### config.mk
export PLATFORM = sky130hd
export DESIGN_NAME = wbm_cell
export DESIGN_NICKNAME = d
export VERILOG_FILES = /design/src/rtl/wbm_pkg.sv /design/src/rtl/wbm_cell.sv
export SDC_FILE = /design/constraint.sdc
export NUM_CORES = 1
export LEC_CHECK = 0
export BUFFER_PORTS_ARGS = -buffer_cell sky130_fd_sc_hd__buf_4
export CORE_MARGIN = 5
export CORE_UTILIZATION = 38
export CTS_BUF_LIST = sky130_fd_sc_hd__clkbuf_16
export DETAILED_ROUTE_END_ITERATION = 8
export HOLD_SLACK_MARGIN = 0.12
export PLACE_DENSITY = 0.73
export SKIP_CTS_REPAIR_TIMING = 1
export SYNTH_ARGS = -nofsm -noshare
export SYNTH_HDL_FRONTEND = slang
export SYNTH_SLANG_ARGS = --single-unit
export TNS_END_PERCENT = 100
### constraint.sdc
create_clock -name clk -period 2 [get_ports clk]
set_clock_uncertainty 0.1 [all_clocks]
set_input_delay 0.4 -clock clk [delete_from_list [all_inputs] [get_ports clk]]
set_output_delay 0.4 -clock clk [all_outputs]
set_load 0.005 [all_outputs]
### src/rtl/wbm_pkg.sv
// shared constants, types and helpers for the word blacklist masker
`timescale 1ns / 1ps

package wbm_pkg;

    localparam int NUM_ENTRIES  = 256;
    localparam int MAX_WORD_LEN = 32;
    localparam int AW = (NUM_ENTRIES > 1) ? $clog2(NUM_ENTRIES) : 1;
    localparam int SW = $clog2(NUM_ENTRIES + 1);
    localparam int CW = $clog2(MAX_WORD_LEN + 1);
    localparam int IW = $clog2(MAX_WORD_LEN);

    localparam logic [7:0] CH_STAR = 8'h2A;
    localparam logic [7:0] CH_SP   = 8'h20;
    localparam logic [7:0] CH_NUL  = 8'h00;
    localparam logic [7:0] CH_CR   = 8'h0D;
    localparam logic [7:0] CH_LF   = 8'h0A;
    localparam logic [2:0] MASK_LEN = 3'd5;

    typedef enum logic [1:0] {S_IDLE, S_SCAN, S_WORD, S_TAIL} state_t;

    typedef struct packed {
        logic       vld;
        logic [5:0] len;
    } row_info_t;

    typedef struct packed {
        logic            wr;
        logic [AW-1:0]   addr;
        logic [IW-1:0]   pos;
        logic            char_wr;
        logic [7:0]      char_val;
        logic [5:0]      len;
    } tbl_wr_t;

    function automatic logic [7:0] to_lower(input logic [7:0] c);
        to_lower = (c >= 8'h41 && c <= 8'h5A) ? c + 8'd32 : c;
    endfunction

    function automatic logic is_delim(input logic [7:0] c);
        is_delim = (c == CH_SP) || (c == CH_NUL) || (c == CH_CR) || (c == CH_LF);
    endfunction

endpackage

### src/rtl/wbm_cell.sv
// one word buffer cell: holds a byte, shifts toward the output, compares with a table char
`timescale 1ns / 1ps

module wbm_cell
    import wbm_pkg::*;
(
    input  logic       clk,
    input  logic       wr,
    input  logic [7:0] din,
    input  logic       shift,
    input  logic [7:0] shift_in,
    input  logic [7:0] row_char,
    output logic [7:0] q,
    output logic       eq
);

    logic [7:0] byte_reg;

    always_ff @(posedge clk)
    begin
        if (shift)
        begin
            byte_reg <= shift_in;
        end
        else if (wr)
        begin
            byte_reg <= din;
        end
    end

    assign q  = byte_reg;
    assign eq = (to_lower(byte_reg) == row_char);

endmodule

### Word-level counts from Yosys, hierarchy flattened

Cells that the tools add are included.

| storage, ports and cells | value |
|---|---|
| register bits after elaboration | 8 |
| latch bits | 0 |
| memory bits (writable) | 0 |
| ROM bits | 0 |
| input bits | 27 |
| output and inout bits | 9 |
| logic and storage cells | 10 |
| memories kept | 0 |

| cells by class | value |
|---|---|
| add/subtract/negate cells | 1 |
| multiply operators | 0 |
| div/mod/pow operators | 0 |
| magnitude comparators | 2 |
| equality and inequality tests | 1 |
| shifts and indexed selects | 0 |
| multiplexer cells | 3 |
| bitwise logic cells | 0 |
| reduce and logical (&&, ||, !) cells | 2 |

Operators with widths:

| operator | number |
|---|---|
| $mux 8 | 3 |
| $add 8x6->8 const B | 1 |
| $eq 8x8->1 | 1 |
| $ge 8x7->1 const B | 1 |
| $le 8x7->1 const B | 1 |
| $reduce_bool 2->1 | 1 |
| $logic_and 1x1->1 | 1 |

### Logic depth before layout (Yosys ltp)

| logic depth | value |
|---|---|
| depth after elaboration | 4 |
| depth in mapped cells | 5 |
| mapped depth without buffers | 5 |

### Worst setup path after synthesis

Ideal clock, no wire load.

| timing | value |
|---|---|
| kind | reg-to-output |
| start point | reg byte_reg[5] (netlist: q[5]) |
| end point | out eq |
| arrival time | 1,383 ps |
| data required time | 1,500 ps |
| setup slack | 117 ps |
| stages on the path, launching flop included | 5 |
| buffers on the path | 0 |
| cells stage by stage | edfxtp_1 > ha_1 > o41ai_1 > xnor2_1 > a211oi_2 |

| on the way | value |
|---|---|
| word-level cells in the longest chain between the ends | 4 |
| elaborated cells on any way between the ends | 6 |
| those cells by class | 1 x add/sub; 2 x order compare; 1 x eq/ne; 1 x mux; 1 x reduce/logical |

Ends and longest elaborated chain:

| what | RTL line | RTL |
|---|---|---|
| from (decl) | wbm_cell.sv:17 | `logic [7:0] byte_reg;` |
| from (signal assigned) | wbm_cell.sv:23 | `byte_reg <= shift_in;` |
| from (signal assigned) | wbm_cell.sv:27 | `byte_reg <= din;` |
| $ge 8x7->1 or $le 8x7->1 (tied branches) | wbm_pkg.sv:37 | `to_lower = (c >= 8'h41 && c <= 8'h5A) ? c + 8'd32 : c;` |
| $logic_and 1x1->1 | wbm_pkg.sv:37 |  |
| $mux 8 * | wbm_pkg.sv:37 |  |
| $eq 8x8->1 * | wbm_cell.sv:32 | `assign eq = (to_lower(byte_reg) == row_char);` |
| to (decl) | wbm_cell.sv:14 | `output logic eq` |

Every way passes the cells marked *; elsewhere a longest branch is shown, timed or not.

### Worst setup path in the final report

Same ends and word-level chain as after synthesis.

==> results.py <==
metrics = {
    "run_status": {
        "status": "finished, violations left",
        "violated_checks": "negative setup slack",
    },
    "sta": {
        "fmax_mhz": 459,
        "final_hold_viol_count": 0,
        "timing.max_slew.rel_slack_pct": 80.3,
        "tightest_slew_ns": 0.293,
        "crit_path_time_final_ns": 2.18,
        "grt_setup_unrepaired": "yes",
        "period_share_pct": 109,
        "slew_violations": 0,
        "setup_viol": 1,
        "worst_slack_ns": -0.180,
    },
    "synthesis": {
        "netlist_instances": 40,
        "synthesized_area_fraction_occupied_by_ao_oa_aoi_and_oai_cells_pct": 8.60,
        "post_synthesis_instance_area_um2": 509,
        "synth_sequential_area_ratio_pct": 47.2,
        "synth_xor_xnor_area_share_pct": 15.5,
        "synth_top_family_by_area": "multiplexers",
        "basic_gate_share_of_the_synthesized_area_counting_and_or_nand_and_nor_cells_pct": 7.86,
        "synthDistinctLibCells": 17,
        "synthMuxAreaShare_pct": 17.7,
        "yosys_register_bits": 8,
        "synthAdderAreaFrac_pct": 2.46,
        "synth_fp_nets": 68,
        "synth.yosys.warnings": 0,
        "avgSynthCellArea_um2": 12.7,
    },
    "routing": {
        "routedWlPerCell_um": 13.6,
        "dr_wl_met3_um": 117,
        "wl_met1_um": 493,
        "met2RoutedLength_um": 742,
        "drtPass1Iterations": 4,
        "drc_errors": 0,
        "drt_first_iter_violations": 5,
        "ant_nets": 0,
        "post_drt_via_cell_ratio": 4.99,
        "dr_total_vias": 499,
        "wirelength_mm": 1.36,
        "route.top_layer_used": "met4",
    },
    "die": {
        "starting_density_pct": 39.6,
        "floorplan.die.width_um": 46.6,
        "io-pin-count": 36,
        "die_h_um": 46.6,
        "die_area_mm2": 0.00217,
        "placeableCoreArea_mm2": 0.00128,
        "fp-row-count": 13,
    },
    "grt": {
        "grt_pass1_vias": 508,
        "largest_net_degree_at_the_start_of_global_routing": 10,
        "antenna_violations_before_repair": 0,
        "global_route.usage.total_pct": 13.5,
        "grt_first_pass_wirelength_mm": 2.06,
        "grt-ovfl-total": 0,
    },
    "setup_path": {
        "required_time_of_the_worst_setup_path_ns": 1.50,
        "critical_path.n_buffers_inverters": 1,
        "cp_delay_by_family_top": "compound AO/OA/AOI/OAI gates",
        "critPathLaunch": "q[5]",
        "startpoint_types": "flop",
        "timing.critical_path.arrival_ns": 1.68,
        "critical_path_class": "flop to output port",
        "worst_setup_path_endpoint": "eq",
        "cp_num_cells": 5,
        "crit_path_max_incr_delay_ns": 0.39,
        "slowest_cp_cell": "edfxtp_1",
        "critPathCaptureType": "output port",
        "largest_fanout_on_the_critical_path": 2,
        "crit_chain": "ha_1 -> o41ai_2 -> xnor2_1 -> a211oi_2 -> buf_4",
    },
    "cts": {
        "path_clk_slew_ns": 0.04,
        "clock_root_buffer_master": "clkbuf_16",
        "tritoncts": "yes",
        "cts_buffer_depth": 2,
        "clkSinkCount": 8,
        "cts_buffers": 3,
        "cts-htree-levels": 1,
    },
    "finish": {
        "number_of_flip_flops_in_the_largest_register": 8,
        "share_of_the_core_filled_with_cells_pct": 73.6,
        "fin_area_um2": 946,
        "design.final.nets": 115,
        "area.growth.synth_to_final_pct": 85.7,
        "most-common-layout-cells": "buf_4 (43), mux2_2 (8), edfxtp_1 (8)",
        "finalNonFillerCells": 100,
        "drive_gt1_share_pct": 70.6,
        "final_common_cell": "buf_4",
        "antenna_cells_inserted": 0,
    },
    "place": {
        "numPlacedInstances": 95,
        "place_area_um2": 832,
        "portBuffers": 35,
        "detailedPlacementHpwl_mm": 1.01,
        "gp_routability_congestion": 0.736,
        "pre_cts_slack_ns": 0.0156,
    },
    "flow_run": {
        "maxCapViolations": 0,
    },
    "power": {
        "power.ir.vdd_worst_uv": 586,
        "power.density_mw_per_mm2": 779,
        "p_leak_nw": 0.421,
    },
    "min_path": {
        "hold_class": "input port to flop",
        "whs_path_depth": 2,
    },
}
## metal layers
layer	vias to the layer above	GRT usage, %
li1	243	-
met5	-	0
met4	0	6.82
met1	228	15.1
met3	2	3.13
met2	26	23.6
## per-stage QoR
step	hold slack [ns]	power, mW	setup TNS [ns]
finish	0.378	0.737	-0.180
global route	0.381	0.768	-0.275
CTS	0.376	0.726	-0.224
detailed placement	0.607	0.394	0
global placement	0.604	0.390	0
floorplan	0.520	0.295	0
## worst min-delay path by stage
| stage | from | end | slack, ns |
|---|---|---|---|
| 2_1_floorplan | din[0] | q[0] | 0.52 |
| 3_3_place_gp | din[7] | q[7] | 0.60 |
| 3_5_place_dp | din[4] | q[4] | 0.61 |
| 4_1_cts | din[7] | q[7] | 0.38 |
| 5_1_grt | din[6] | q[6] | 0.38 |
| 6_report | din[2] | q[2] | 0.38 |
## power breakdown
part	internal [mW]	total [mW]	switching [mW]	leakage, nW
combinational	0.117	0.185	0.0678	0.302
sequential	0.208	0.226	0.0174	0.0815
clock	0.257	0.326	0.0693	0.0370
total	0.582	0.737	0.154	0.421
## cells by family (layout without fill, tap and decap cells)
family / count (synthesis) / count (layout)
xor gates and xnor gates: 9 / 9
muxes: 8 / 8
DFF: 8 / 8
and+or+nand+nor: 8 / 8
AOI/OAI and AO/OA: 5 / 5
adders and majority gates: 1 / 1
buffers and inverters: 1 / 46
## synthesized netlist by cell type
master	number	area share, %
xnor2_1	4	6.9
ha_1	1	2.5
edfxtp_1	8	47
o41ai_1	1	1.7
nor3_1	3	2.9
nand3_1	1	0.98
nor2_1	1	0.74
clkbuf_1	1	0.74
a211o_1	1	1.7
nand4_1	1	1.2
nand2_1	1	0.74
o2bb2ai_1	1	1.7
xor2_1	5	8.6
a21oi_1	1	0.98
or2_2	1	1.2
a211oi_2	1	2.5
mux2_2	8	18
## area by class of cell
cell class / count / area, um2
repair buffers: 43 / 323
fillers: 101 / 339
clock buffers: 3 / 75.1
flip-flops and latches: 8 / 240
multi-input cells: 31 / 289
well taps: 15 / 18.8
Note: power is estimated with default switching activity, not from simulation.
